### config.mk
export PLATFORM = sky130hd
export DESIGN_NAME = fat_volume_geometry
export DESIGN_NICKNAME = d
export VERILOG_FILES = /design/src/sv/fvg_pkg.sv /design/src/sv/fvg_front.sv /design/src/sv/fvg_div.sv /design/src/sv/fvg_back.sv /design/src/sv/fat_volume_geometry.sv
export SDC_FILE = /design/constraint.sdc
export NUM_CORES = 2
export LEC_CHECK = 0
export ABC_AREA = 1
export BUFFER_PORTS_ARGS = -buffer_cell sky130_fd_sc_hd__buf_2
export CORE_MARGIN = 2
export CORE_UTILIZATION = 50
export CTS_CLUSTER_DIAMETER = 150
export DETAILED_ROUTE_END_ITERATION = 10
export HOLD_SLACK_MARGIN = 0.15
export MAX_ROUTING_LAYER = met4
export PLACE_DENSITY = 0.73
export REMOVE_ABC_BUFFERS = 1
export SLEW_MARGIN = 10
export SYNTH_ARGS = -nofsm -noshare
export SYNTH_HDL_FRONTEND = slang
export SYNTH_SLANG_ARGS = --single-unit
### constraint.sdc
create_clock -name clk -period 12.5 [get_ports clk]
set_clock_uncertainty 0.05 [all_clocks]
set_input_delay 3.75 -clock clk [delete_from_list [all_inputs] [get_ports clk]]
set_output_delay 3.75 -clock clk [all_outputs]
set_load 0.01 [all_outputs]
### src/sv/fvg_pkg.sv
// ============================================================================
// fvg_pkg
// Shared types and constants for the FAT volume geometry decoder.
// ============================================================================
package fvg_pkg;

    // Boot sector geometry constants
    localparam int unsigned SECTOR_SIZE    = 'h200;
    localparam int unsigned DIR_ENTRY_SIZE = 'h20;
    localparam int unsigned DIR_PER_SECTOR = SECTOR_SIZE / DIR_ENTRY_SIZE;
    localparam int unsigned DIR_SHIFT      = $clog2(DIR_PER_SECTOR);
    localparam int unsigned FAT12_LIMIT    = 4085;
    localparam int unsigned FAT16_LIMIT    = 65525;
    localparam int unsigned EOC_FAT16      = 'hfff;
    localparam int unsigned EOC_FAT32      = 'hffffff;

    // Divider geometry: 32-bit dividend, 8-bit divisor
    localparam int unsigned DIVIDEND_W         = 32;
    localparam int unsigned DIVISOR_W          = 8;
    localparam int unsigned DIV_BITS_PER_STAGE = 4;
    localparam int unsigned DIV_STAGES         = DIVIDEND_W / DIV_BITS_PER_STAGE;

    typedef enum logic [1:0] {
        ST_OK           = 2'd0,
        ST_BAD_SECTOR   = 2'd1,
        ST_FAT12        = 2'd2,
        ST_ZERO_CLUSTER = 2'd3
    } fvg_status_t;

    typedef enum logic [1:0] {
        KIND_FAT12 = 2'd0,
        KIND_FAT16 = 2'd1,
        KIND_FAT32 = 2'd2,
        KIND_NONE  = 2'd3
    } fvg_kind_t;

    // Unpacked boot sector fields
    typedef struct packed {
        logic [15:0] sector_bytes;
        logic [7:0]  sectors_per_cluster;
        logic [15:0] reserved_sectors;
        logic [7:0]  fat_count;
        logic [15:0] root_entries;
        logic [15:0] total_sectors_short;
        logic [31:0] total_sectors_long;
        logic [15:0] fat_sectors_short;
        logic [31:0] fat_sectors_long;
        logic [31:0] root_first_cluster;
        logic [31:0] partition_start;
    } fvg_bpb_t;

    // Values that ride alongside the cluster division
    typedef struct packed {
        fvg_status_t status;
        logic [31:0] fat_start;
        logic [31:0] root_cluster;
        logic [31:0] after_fats;
        logic [31:0] data_start16;
        logic [12:0] dir_sectors;
    } fvg_side_t;

    // One result transfer
    typedef struct packed {
        fvg_status_t status;
        fvg_kind_t   fat_kind;
        logic [31:0] cluster_total;
        logic [31:0] fat_start;
        logic [31:0] root_start;
        logic [31:0] data_start;
        logic [12:0] root_dir_sectors;
        logic [23:0] end_mark;
    } fvg_result_t;

endpackage

### src/sv/fvg_front.sv
// ============================================================================
// fvg_front
// Three-stage front end: field select, FAT area product, area sums and the
// data sector count ahead of the cluster division.
// ============================================================================
module fvg_front (
    input  logic                   clk,
    input  logic                   rst_n,
    input  logic                   in_valid,
    output logic                   in_ready,
    input  fvg_pkg::fvg_bpb_t      in_bpb,
    output logic                   out_valid,
    input  logic                   out_ready,
    output logic [31:0]            out_data_sectors,
    output logic [7:0]             out_spc,
    output fvg_pkg::fvg_side_t     out_side
);

    // Stage 1 registers
    logic               v1_reg;
    fvg_pkg::fvg_status_t st1_reg, st1_next;
    logic [31:0]        vol1_reg, vol1_next;
    logic [31:0]        fats1_reg, fats1_next;
    logic [12:0]        dir1_reg, dir1_next;
    logic [31:0]        fstart1_reg, fstart1_next;
    logic [15:0]        resv1_reg;
    logic [7:0]         spc1_reg;
    logic [31:0]        rclu1_reg;

    // Stage 2 registers
    logic               v2_reg;
    fvg_pkg::fvg_status_t st2_reg;
    logic [31:0]        vol2_reg;
    logic [31:0]        area2_reg, area2_next;
    logic [31:0]        after2_reg, after2_next;
    logic [12:0]        dir2_reg;
    logic [7:0]         spc2_reg;
    logic [31:0]        rclu2_reg;
    logic [31:0]        fstart2_reg;

    // Stage 3 registers
    logic               v3_reg;
    fvg_pkg::fvg_status_t st3_reg;
    logic [31:0]        data3_reg, data3_next;
    logic [31:0]        ds16_3_reg, ds16_3_next;
    logic [31:0]        after3_reg;
    logic [12:0]        dir3_reg;
    logic [7:0]         spc3_reg;
    logic [31:0]        rclu3_reg;
    logic [31:0]        fstart3_reg;

    logic rdy1, rdy2, rdy3;
    logic [31:0] fat_size;

    // Stall chain
    assign rdy3     = !v3_reg || out_ready;
    assign rdy2     = !v2_reg || rdy3;
    assign rdy1     = !v1_reg || rdy2;
    assign in_ready = rdy1;

    // Stage 1: pick short or long fields, FAT area product, root dir size
    always_comb
    begin
        fat_size = (in_bpb.fat_sectors_short != 16'd0) ?
                   {16'd0, in_bpb.fat_sectors_short} : in_bpb.fat_sectors_long;
        vol1_next = (in_bpb.total_sectors_short != 16'd0) ?
                    {16'd0, in_bpb.total_sectors_short} : in_bpb.total_sectors_long;
        fats1_next   = fat_size * {24'd0, in_bpb.fat_count};
        dir1_next    = 13'((17'(in_bpb.root_entries) + 17'(fvg_pkg::DIR_PER_SECTOR - 1))
                           >> fvg_pkg::DIR_SHIFT);
        fstart1_next = in_bpb.partition_start + {16'd0, in_bpb.reserved_sectors};
        if (in_bpb.sector_bytes != 16'(fvg_pkg::SECTOR_SIZE))
            st1_next = fvg_pkg::ST_BAD_SECTOR;
        else if (in_bpb.sectors_per_cluster == 8'd0)
            st1_next = fvg_pkg::ST_ZERO_CLUSTER;
        else
            st1_next = fvg_pkg::ST_OK;
    end

    // Stage 2: total sectors ahead of the data area and end of the FAT copies
    always_comb
    begin
        area2_next  = {16'd0, resv1_reg} + fats1_reg + {19'd0, dir1_reg};
        after2_next = fstart1_reg + fats1_reg;
    end

    // Stage 3: data sectors and FAT16 data start
    always_comb
    begin
        data3_next  = vol2_reg - area2_reg;
        ds16_3_next = after2_reg + {19'd0, dir2_reg};
    end

    // Valid bits
    always_ff @(posedge clk or negedge rst_n)
    begin
        if (!rst_n)
        begin
            v1_reg <= 1'b0;
            v2_reg <= 1'b0;
            v3_reg <= 1'b0;
        end
        else
        begin
            if (rdy1) v1_reg <= in_valid;
            if (rdy2) v2_reg <= v1_reg;
            if (rdy3) v3_reg <= v2_reg;
        end
    end

    // Payload
    always_ff @(posedge clk)
    begin
        if (rdy1 && in_valid)
        begin
            st1_reg     <= st1_next;
            vol1_reg    <= vol1_next;
            fats1_reg   <= fats1_next;
            dir1_reg    <= dir1_next;
            fstart1_reg <= fstart1_next;
            resv1_reg   <= in_bpb.reserved_sectors;
            spc1_reg    <= in_bpb.sectors_per_cluster;
            rclu1_reg   <= in_bpb.root_first_cluster;
        end
        if (rdy2 && v1_reg)
        begin
            st2_reg     <= st1_reg;
            vol2_reg    <= vol1_reg;
            area2_reg   <= area2_next;
            after2_reg  <= after2_next;
            dir2_reg    <= dir1_reg;
            spc2_reg    <= spc1_reg;
            rclu2_reg   <= rclu1_reg;
            fstart2_reg <= fstart1_reg;
        end
        if (rdy3 && v2_reg)
        begin
            st3_reg     <= st2_reg;
            data3_reg   <= data3_next;
            ds16_3_reg  <= ds16_3_next;
            after3_reg  <= after2_reg;
            dir3_reg    <= dir2_reg;
            spc3_reg    <= spc2_reg;
            rclu3_reg   <= rclu2_reg;
            fstart3_reg <= fstart2_reg;
        end
    end

    assign out_valid        = v3_reg;
    assign out_data_sectors = data3_reg;
    assign out_spc          = spc3_reg;

    always_comb
    begin
        out_side.status       = st3_reg;
        out_side.fat_start    = fstart3_reg;
        out_side.root_cluster = rclu3_reg;
        out_side.after_fats   = after3_reg;
        out_side.data_start16 = ds16_3_reg;
        out_side.dir_sectors  = dir3_reg;
    end

endmodule

### src/sv/fvg_div.sv
// ============================================================================
// fvg_div
// Pipelined restoring divider, 32-bit dividend by 8-bit divisor, a fixed
// number of quotient bits per stage; side data travels with each item.
// ============================================================================
module fvg_div (
    input  logic                                 clk,
    input  logic                                 rst_n,
    input  logic                                 in_valid,
    output logic                                 in_ready,
    input  logic [fvg_pkg::DIVIDEND_W-1:0]       in_dividend,
    input  logic [fvg_pkg::DIVISOR_W-1:0]        in_divisor,
    input  fvg_pkg::fvg_side_t                   in_side,
    output logic                                 out_valid,
    input  logic                                 out_ready,
    output logic [fvg_pkg::DIVIDEND_W-1:0]       out_quotient,
    output fvg_pkg::fvg_side_t                   out_side
);

    localparam int unsigned N  = fvg_pkg::DIV_STAGES;
    localparam int unsigned DW = fvg_pkg::DIVIDEND_W;
    localparam int unsigned VW = fvg_pkg::DIVISOR_W;

    logic [N-1:0]       valid_reg;
    logic [N-1:0]       stage_ready;
    logic [VW-1:0]      rem_reg  [N];
    logic [DW-1:0]      work_reg [N];
    logic [VW-1:0]      dvs_reg  [N];
    fvg_pkg::fvg_side_t side_reg [N];

    genvar g;
    generate
        for (g = 0; g < N; g++)
        begin : g_stage
            logic               src_valid;
            logic [VW-1:0]      src_rem;
            logic [DW-1:0]      src_work;
            logic [VW-1:0]      src_dvs;
            fvg_pkg::fvg_side_t src_side;
            logic [VW-1:0]      rem_next;
            logic [DW-1:0]      work_next;

            // Source: port for the first stage, previous stage otherwise
            if (g == 0)
            begin : g_first
                assign src_valid = in_valid;
                assign src_rem   = '0;
                assign src_work  = in_dividend;
                assign src_dvs   = in_divisor;
                assign src_side  = in_side;
            end
            else
            begin : g_mid
                assign src_valid = valid_reg[g-1];
                assign src_rem   = rem_reg[g-1];
                assign src_work  = work_reg[g-1];
                assign src_dvs   = dvs_reg[g-1];
                assign src_side  = side_reg[g-1];
            end

            // Stall chain
            if (g == N - 1)
            begin : g_last
                assign stage_ready[g] = !valid_reg[g] || out_ready;
            end
            else
            begin : g_inner
                assign stage_ready[g] = !valid_reg[g] || stage_ready[g+1];
            end

            // Shift-subtract steps; quotient bits enter the work word from the bottom
            always_comb
            begin : p_steps
                logic [VW:0] r_ext;
                logic        q_bit;
                rem_next  = src_rem;
                work_next = src_work;
                for (int s = 0; s < int'(fvg_pkg::DIV_BITS_PER_STAGE); s++)
                begin
                    r_ext = {rem_next, work_next[DW-1]};
                    q_bit = (r_ext >= {1'b0, src_dvs});
                    if (q_bit)
                        rem_next = VW'(r_ext - {1'b0, src_dvs});
                    else
                        rem_next = r_ext[VW-1:0];
                    work_next = {work_next[DW-2:0], q_bit};
                end
            end

            always_ff @(posedge clk or negedge rst_n)
            begin
                if (!rst_n)
                    valid_reg[g] <= 1'b0;
                else if (stage_ready[g])
                    valid_reg[g] <= src_valid;
            end

            always_ff @(posedge clk)
            begin
                if (stage_ready[g] && src_valid)
                begin
                    rem_reg[g]  <= rem_next;
                    work_reg[g] <= work_next;
                    dvs_reg[g]  <= src_dvs;
                    side_reg[g] <= src_side;
                end
            end
        end
    endgenerate

    assign in_ready     = stage_ready[0];
    assign out_valid    = valid_reg[N-1];
    assign out_quotient = work_reg[N-1];
    assign out_side     = side_reg[N-1];

endmodule

### src/sv/fvg_back.sv
// ============================================================================
// fvg_back
// Final stage: classify by cluster count and register the result transfer.
// ============================================================================
module fvg_back (
    input  logic                  clk,
    input  logic                  rst_n,
    input  logic                  in_valid,
    output logic                  in_ready,
    input  logic [31:0]           in_clusters,
    input  fvg_pkg::fvg_side_t    in_side,
    output logic                  out_valid,
    input  logic                  out_ready,
    output fvg_pkg::fvg_result_t  out_result
);

    logic                 valid_reg;
    fvg_pkg::fvg_result_t res_reg, res_next;

    assign in_ready = !valid_reg || out_ready;

    // Classification and field selection
    always_comb
    begin
        res_next = '0;
        res_next.status   = in_side.status;
        res_next.fat_kind = fvg_pkg::KIND_FAT12;
        if (in_side.status == fvg_pkg::ST_OK)
        begin
            res_next.cluster_total    = in_clusters;
            res_next.fat_start        = in_side.fat_start;
            res_next.root_dir_sectors = in_side.dir_sectors;
            if (in_clusters < 32'(fvg_pkg::FAT12_LIMIT))
            begin
                res_next.status = fvg_pkg::ST_FAT12;
            end
            else if (in_clusters < 32'(fvg_pkg::FAT16_LIMIT))
            begin
                res_next.fat_kind   = fvg_pkg::KIND_FAT16;
                res_next.root_start = in_side.after_fats;
                res_next.data_start = in_side.data_start16;
                res_next.end_mark   = 24'(fvg_pkg::EOC_FAT16);
            end
            else
            begin
                res_next.fat_kind   = fvg_pkg::KIND_FAT32;
                res_next.root_start = in_side.root_cluster;
                res_next.data_start = in_side.after_fats;
                res_next.end_mark   = 24'(fvg_pkg::EOC_FAT32);
            end
        end
    end

    always_ff @(posedge clk or negedge rst_n)
    begin
        if (!rst_n)
            valid_reg <= 1'b0;
        else if (in_ready)
            valid_reg <= in_valid;
    end

    always_ff @(posedge clk)
    begin
        if (in_ready && in_valid)
            res_reg <= res_next;
    end

    assign out_valid  = valid_reg;
    assign out_result = res_reg;

endmodule

### src/sv/fat_volume_geometry.sv
// ============================================================================
// fat_volume_geometry
// FAT boot sector geometry decoder: cluster count, FAT type and area starts.
// ============================================================================
// Takes one boot sector's geometry fields per transfer and returns one result
// per transfer, in order. One transfer can be taken every clock cycle while
// the output is not stalled. An input transfer passes through three front-end
// stages (field select and FAT area product, area sums, data sector count),
// eight stages of the restoring divider that produces four quotient bits of
// the cluster count per stage, and one classification and output register
// stage. Backpressure stalls only the stages that hold data, so empty slots
// are filled while the output waits.
// ============================================================================
module fat_volume_geometry (
    input  logic          clk,
    input  logic          rst_n,
    input  logic          s_tvalid,
    output logic          s_tready,
    // sector_bytes[15:0], sectors_per_cluster[23:16], reserved_sectors[39:24],
    // fat_count[47:40], root_entries[63:48], total_sectors_short[79:64],
    // total_sectors_long[111:80], fat_sectors_short[127:112],
    // fat_sectors_long[159:128], root_first_cluster[191:160],
    // partition_start[223:192]
    input  logic [223:0]  s_tdata,
    output logic          m_tvalid,
    input  logic          m_tready,
    // cluster_total[31:0], fat_start[63:32], root_start[95:64],
    // data_start[127:96], root_dir_sectors[140:128], end_mark[164:141], zero pad
    output logic [167:0]  m_tdata,
    // status[1:0], fat_kind[3:2]
    output logic [3:0]    m_tuser
);

    fvg_pkg::fvg_bpb_t    bpb;
    fvg_pkg::fvg_side_t   fr_side, dv_side;
    fvg_pkg::fvg_result_t result;
    logic                 fr_valid, fr_ready, dv_valid, dv_ready;
    logic [31:0]          fr_data_sectors, dv_quotient;
    logic [7:0]           fr_spc;

    // Input unpacking
    always_comb
    begin
        bpb.sector_bytes        = s_tdata[15:0];
        bpb.sectors_per_cluster = s_tdata[23:16];
        bpb.reserved_sectors    = s_tdata[39:24];
        bpb.fat_count           = s_tdata[47:40];
        bpb.root_entries        = s_tdata[63:48];
        bpb.total_sectors_short = s_tdata[79:64];
        bpb.total_sectors_long  = s_tdata[111:80];
        bpb.fat_sectors_short   = s_tdata[127:112];
        bpb.fat_sectors_long    = s_tdata[159:128];
        bpb.root_first_cluster  = s_tdata[191:160];
        bpb.partition_start     = s_tdata[223:192];
    end

    fvg_front u_front (
        .clk              (clk),
        .rst_n            (rst_n),
        .in_valid         (s_tvalid),
        .in_ready         (s_tready),
        .in_bpb           (bpb),
        .out_valid        (fr_valid),
        .out_ready        (fr_ready),
        .out_data_sectors (fr_data_sectors),
        .out_spc          (fr_spc),
        .out_side         (fr_side)
    );

    fvg_div u_div (
        .clk          (clk),
        .rst_n        (rst_n),
        .in_valid     (fr_valid),
        .in_ready     (fr_ready),
        .in_dividend  (fr_data_sectors),
        .in_divisor   (fr_spc),
        .in_side      (fr_side),
        .out_valid    (dv_valid),
        .out_ready    (dv_ready),
        .out_quotient (dv_quotient),
        .out_side     (dv_side)
    );

    fvg_back u_back (
        .clk         (clk),
        .rst_n       (rst_n),
        .in_valid    (dv_valid),
        .in_ready    (dv_ready),
        .in_clusters (dv_quotient),
        .in_side     (dv_side),
        .out_valid   (m_tvalid),
        .out_ready   (m_tready),
        .out_result  (result)
    );

    // Output packing
    assign m_tdata = {3'd0, result.end_mark, result.root_dir_sectors, result.data_start,
                      result.root_start, result.fat_start, result.cluster_total};
    assign m_tuser = {result.fat_kind, result.status};

`ifndef SYNTHESIS
    // A good volume is never reported as FAT12
    a_ok_not_fat12: assert property (@(posedge clk) disable iff (!rst_n)
        (m_tvalid && m_tuser[1:0] == fvg_pkg::ST_OK)
        |-> (m_tuser[3:2] == fvg_pkg::KIND_FAT16 || m_tuser[3:2] == fvg_pkg::KIND_FAT32))
        else $error("ok status with FAT12 kind");

    // Header errors clear every other result field
    a_err_zero: assert property (@(posedge clk) disable iff (!rst_n)
        (m_tvalid && (m_tuser[1:0] == fvg_pkg::ST_BAD_SECTOR
                      || m_tuser[1:0] == fvg_pkg::ST_ZERO_CLUSTER))
        |-> (m_tdata == '0 && m_tuser[3:2] == fvg_pkg::KIND_FAT12))
        else $error("error result carries nonzero fields");

    // End mark follows the FAT type
    a_end_mark: assert property (@(posedge clk) disable iff (!rst_n)
        (m_tvalid && m_tuser[1:0] == fvg_pkg::ST_OK)
        |-> ((m_tuser[3:2] == fvg_pkg::KIND_FAT16
              && m_tdata[164:141] == 24'(fvg_pkg::EOC_FAT16))
             || (m_tuser[3:2] == fvg_pkg::KIND_FAT32
                 && m_tdata[164:141] == 24'(fvg_pkg::EOC_FAT32))))
        else $error("end mark does not match FAT type");

    // Classification agrees with the cluster count
    a_kind_count: assert property (@(posedge clk) disable iff (!rst_n)
        (m_tvalid && m_tuser[3:2] == fvg_pkg::KIND_FAT32)
        |-> (m_tdata[31:0] >= 32'(fvg_pkg::FAT16_LIMIT)))
        else $error("FAT32 kind below cluster limit");
`endif

endmodule
* Yosys cells after proc, flatten, opt, wreduce, memory -nomap -nowiden
Memory sizes are Yosys's and may differ from the RTL's.
Index checks and enable logic that the tools add are counted.
** Word-level totals
- Register bits :: 714
- RAM bits :: 1528
- Bits of input ports :: 228
- Output and inout port bits :: 174
- Memories kept :: 4
** Memories
- u_div.side_reg :: words 8, width 143, read ports 8, clocked after Yosys merged registers in 0, wr ports 8, line fvg_div.sv:29 : fvg_pkg::fvg_side_t side_reg [N];
- u_div.work_reg :: words 8, width 32, read ports 8, clocked after Yosys merged registers in 0, wr ports 8, line fvg_div.sv:27 : logic [DW-1:0] work_reg [N];
- u_div.dvs_reg :: words 8, width 8, read ports 7, clocked after Yosys merged registers in 0, wr ports 8, line fvg_div.sv:28 : logic [VW-1:0] dvs_reg [N];
- u_div.rem_reg :: words 8, width 8, read ports 7, clocked after Yosys merged registers in 0, wr ports 8, line fvg_div.sv:26 : logic [VW-1:0] rem_reg [N];
** Cells by class
- Add/subtract/negate cells :: 39
- Multipliers :: 1
- Magnitude comparators :: 34
- Eq/ne operators :: 1
- Muxes and demuxes :: 59
- Bitwise operators :: 1
- Reductions and logical operators :: 41
** Operator list (number)
- $ge 9x8->1 :: 31
- $mux 8 :: 32
- $sub 8x8->8 :: 31
- $mux 169 :: 1
- $mux 64 :: 2
- $add 32x13->32 :: 2
- $mux 24 :: 2
- $add 16x32->32 :: 1
- $add 32x16->32 :: 1
- $add 32x32->32 :: 1
- $lt 32x12->1 const B :: 1
- $lt 32x16->1 const B :: 1
- $mul 32x8->32 :: 1
- $mux 32 :: 1
- $reduce_bool 16->1 :: 2
- $sub 32x32->32 :: 1
- $add 16x4->17 const B :: 1
- $mux 1 :: 16
- $mux 16 :: 1
- $ne 16x10->1 const B :: 1
- $logic_and 1x1->1 :: 12
- $logic_not 1->1 :: 12
- $logic_or 1x1->1 :: 12
- $ge 1x8->1 :: 1
- 6 further kinds :: 9

* Logic depth before layout (Yosys ltp)
- Word-level depth :: 14
- Depth in mapped cells :: 45
- Depth with buffers taken out :: 44

* Modules after synthesis
A second synthesis with hierarchy kept.
** Unflattened totals
- Cells, all modules :: 7489
- Area total of the unflattened synthesis :: 97688.7 µm²
** Modules (own cells, without submodules)
- fvg_div :: times used 1, cells an instance 4013, area an instance 60321.6 µm²
- fvg_front :: times used 1, cells an instance 2871, area an instance 30844.6 µm²
- fvg_back :: times used 1, cells an instance 601, area an instance 6496.2 µm²
- fat_volume_geometry :: times used 1, cells an instance 4, area an instance 26.3 µm²

* Least setup slack after synthesis
OpenSTA, ideal clock, no wires.
- Kind :: in2reg
- Start point :: in m_tready
- End point :: mem u_div.dvs_reg[0][0] (netlist bit), enable pin
- Library setup time :: 0.805 ns
- Arrival :: 13.478 ns
- Required time :: 11.645 ns
- Path slack :: -1.833 ns
- Stages on the path :: 10
- Path buffers :: 0
- Cell sequence :: nor2_1 > inv_1 > nor2_1 > nand2_1 > nor2_2 > nand2_1 > nor2_1 > nand2_1 > nor2_2 > a21oi_1
** RTL lines
- start: declaration :: line fat_volume_geometry.sv:26 : input logic m_tready,
- end: declaration :: line fvg_div.sv:28

* Final worst setup path
- Start point :: in m_tready
- End point :: out s_tready
** On the way
- Word-level cells in the longest chain between the ends :: 12
** Ends and longest elaborated chain
- $logic_or 1x1->1 :: line fvg_back.sv:20 : assign in_ready = !valid_reg || out_ready;
- $logic_or 1x1->1 :: line fvg_div.sv:64 : assign stage_ready[g] = !valid_reg[g] || out_ready;
- $logic_or 1x1->1 (7 in series) :: line fvg_div.sv:68 : assign stage_ready[g] = !valid_reg[g] || stage_ready[g+1];
- $logic_or 1x1->1 :: line fvg_front.sv:56 : assign rdy3 = !v3_reg || out_ready;
- $logic_or 1x1->1 :: line fvg_front.sv:57 : assign rdy2 = !v2_reg || rdy3;
- $logic_or 1x1->1 :: line fvg_front.sv:58 : assign rdy1 = !v1_reg || rdy2;
- end: declaration :: line fat_volume_geometry.sv:18 : output logic s_tready,
No other way between the ends.

==> results.toml <==
[run_status]
outcome = "completed"

[placed_design]
post-dp-hpwl_um = 148000
place.gp.congestion = 0.9294
place_area_mm2 = 0.1013
portBuffers = 398

[floorplanning]
start_util_pct = 50.12
die_h_um = 442.7
core_area_mm2 = 0.1920
die_area_mm2 = 0.1960
num_rows = 161
die_x_um = 442.7
ios = 402

[worst_setup_path]
critPathRequiredTime_ps = 8700
crit_type = "input pin to output port"
cp_data_arrival_time_ps = 6210
start_kind = "input pin"
path_cells = "buf_2, nor2_1, inv_1, nor2_1, nand2_1, nor2_2, nand2_1, nor2_1, nand2_1, nor2_2, nand2_1, nor2_1, nand2_1, nor2_1, inv_1, buf_2"
critical_path.n_buffers_inverters = 4
crit_fanout = 4
cpLargestDelayFamily = "simple AND/OR/NAND/NOR gates"
slowest_stage = "nor2_1"
critPathMaxStageDelay_ps = 260
cp-end-kind = "output port"

[clocking]
post_cts_buffers = 0
clock_path_buffers = 3
clock-sinks = 2203
cts_buffers = 208
post_cts_resized = 0
path_clk_slew_ps = 60
htreeDepth = 4
ctsHoldBuffers = 0
worstSkewPairLatency_ps = 880
cts-root-buf = "clkbuf_16"
cts_tree = "built"

[global_route]
met2_usage_pct = 36.89
track_usage_pct = 21.99
grt.busiest_layer = "met2"
grtUsageMet1_pct = 28.00
grt_pass1_wl_um = 320800
antenna_found_initial = 19
grt_max_degree = 148
met3_usage_pct = 2.737
grt_pass1_vias = 54848
grt_overflow = 0

[drt]
wl_um = 208200
route.detailed.drc = 0
route.antenna.remaining_nets = 0
first_iter_violations = 4191
vias = 54079
wl_per_cell_um = 19.89
drtPass1Iterations = 6
vias_per_cell = 5.165

[finish]
final_area_mm2 = 0.1083
largest_reg_flops = 1144
fill_cells = 15103
syn_to_final_growth_pct = 12.53
drive_gt1_share_pct = 11.53
nNetsFinal = 8593
finish.utilization_pct = 56.40

[synthesis]
synthCells = 7208
yosysSeqAreaShare_pct = 68.69
syn_area_mm2 = 0.09622
ys_seq_elements = 2203
yosys_warnings = 0
synth_top_flop_cell = "edfxtp_1"
synth_top_area_share_pct = 68.38
async_flop_share_pct = 0.5447
synth_edf_count = 2191
netlist-cell-type-count = 68
syn_avg_cell_area_um2 = 13.35
yosysTopAreaCell = "edfxtp_1"
ys_top_cells_by_area = "edfxtp_1, ha_1, nand2_1"

[timing]
maxSlewViolCount = 0
timing.slew.headroom_pct = 22.58
tns_ps = 0
holdWs_ps = 317.4
period_share_pct = 80.09
fmax_mhz = 99.89
finalSetupViolCount = 0
hold_viol = 0
period_needed_ps = 10010
rsz0062_at_grt = "no"
worstMarginPinSlew_ps = 1161

[run]
maxCapViolations = 0

[min_path]
hold_path_class = "register to register"
## Yosys cell counts (6+ instances only)
library cell,n
xnor2_1,122
nand2_1,1270
nand3_1,218
nor2_1,457
buf_2,7
clkbuf_1,35
nand2_2,32
nand3_2,22
nor2_4,7
or2_2,14
o21ai_2,23
nand3b_1,21
o21ai_0,238
o211ai_1,24
nand4_1,69
a31oi_1,9
nor2_2,16
o21ai_1,47
buf_4,33
a21o_1,16
nand2_4,9
dfrtp_1,12
a221oi_1,8
edfxtp_1,2191
o21a_1,8
nor3_1,51
a211oi_1,9
a21oi_2,7
fa_1,204
nor4_1,32
buf_1,6
ha_1,400
o21bai_1,24
xor2_1,206
a21boi_0,14
inv_1,951
a21oi_1,327
inv_2,17
## area by class of cell
| cell class | count | area, µm² | area share [%] |
|---|---|---|---|
| tap | 2526 | 3161 | 2.919 |
| antenna | 7 | 17.52 | 0.01618 |
| multi-input combinational | 3948 | 26040 | 24.05 |
| inverter | 974 | 3712 | 3.428 |
| timing repair buffer | 426 | 2265 | 2.092 |
| clock buffer | 251 | 5366 | 4.956 |
| sequential | 2203 | 66090 | 61.04 |
| clock inverter | 136 | 1625 | 1.501 |
## placed cells by master, fill, tap and decap left out, types with 32 or more instances in the layout
cell type  netlist  layout
nor4_1          32      32
fa_1           204     204
clkinv_2         0      34
o21ai_1         47      47
nand2_1       1270    1270
ha_1           400     400
edfxtp_1      2191    2191
buf_2            7     398
o21ai_0        238     238
clkbuf_16        0     208
xnor2_1        122     122
inv_1          951     945
xor2_1         206     206
a21oi_1        327     325
nand2_2         32      32
nand3_1        218     218
clkbuf_1        35      43
clkinv_1         3      37
nor3_1          51      51
nor2_1         457     453
nand4_1         69      69
## worst paths after layout
kind / from / endpoint / slack [ps] / depth (start not counted)
worst max-delay path: m_tready / s_tready / 2490 / 16
worst min-delay path: u_div.side_reg[1][67]$_DFFE_PP_ / u_div.side_reg[1][210]$_DFFE_PP_ / 320 / 0
worst max register to register: u_div.dvs_reg[2][9]$_DFFE_PP_ / u_div.rem_reg[3][7]$_DFFE_PP_ / 4000 / 39
worst min register to register: u_div.side_reg[1][67]$_DFFE_PP_ / u_div.side_reg[1][210]$_DFFE_PP_ / 320 / 0
max in group asynchronous: rst_n / u_div.g_stage[1].src_valid$_DFFE_PN0P_ / 9490 / 1
min in group asynchronous: rst_n / u_div.g_stage[4].src_valid$_DFFE_PN0P_ / 2680 / 1
## logic make-up after synthesis
group | Yosys count | share of synthesized area [%]
buffers and inverters | 1059 | 4.320
adders and majority gates | 604 | 9.446
other | 1 | 0.003897
AOI/OAI and AO/OA | 774 | 4.537
xor gates and xnor gates | 328 | 2.986
and+or+nand+nor | 2239 | 10.02
DFF | 2203 | 68.69
## layer usage
| metal | up-vias | routed length [µm] |
|---|---|---|
| met5 | - | 0 |
| met4 | 0 | 6619 |
| met3 | 364 | 9284 |
| met2 | 1479 | 103900 |
| met1 | 26180 | 88430 |
| li1 | 26056 | - |
## through the flow
stage | std cells | setup WS [ps]
2_1_floorplan | 7125 | -1833
3_3_place_gp | 10077 | 2348
3_5_place_dp | 10077 | 2238
4_1_cts | 10464 | 2510
5_1_grt | 10469 | 2207
6_report | 10471 | 2489
Power is left out: the tool's default activity adds up to more than one toggle a clock period on the data nets, which glitch-free logic cannot reach.
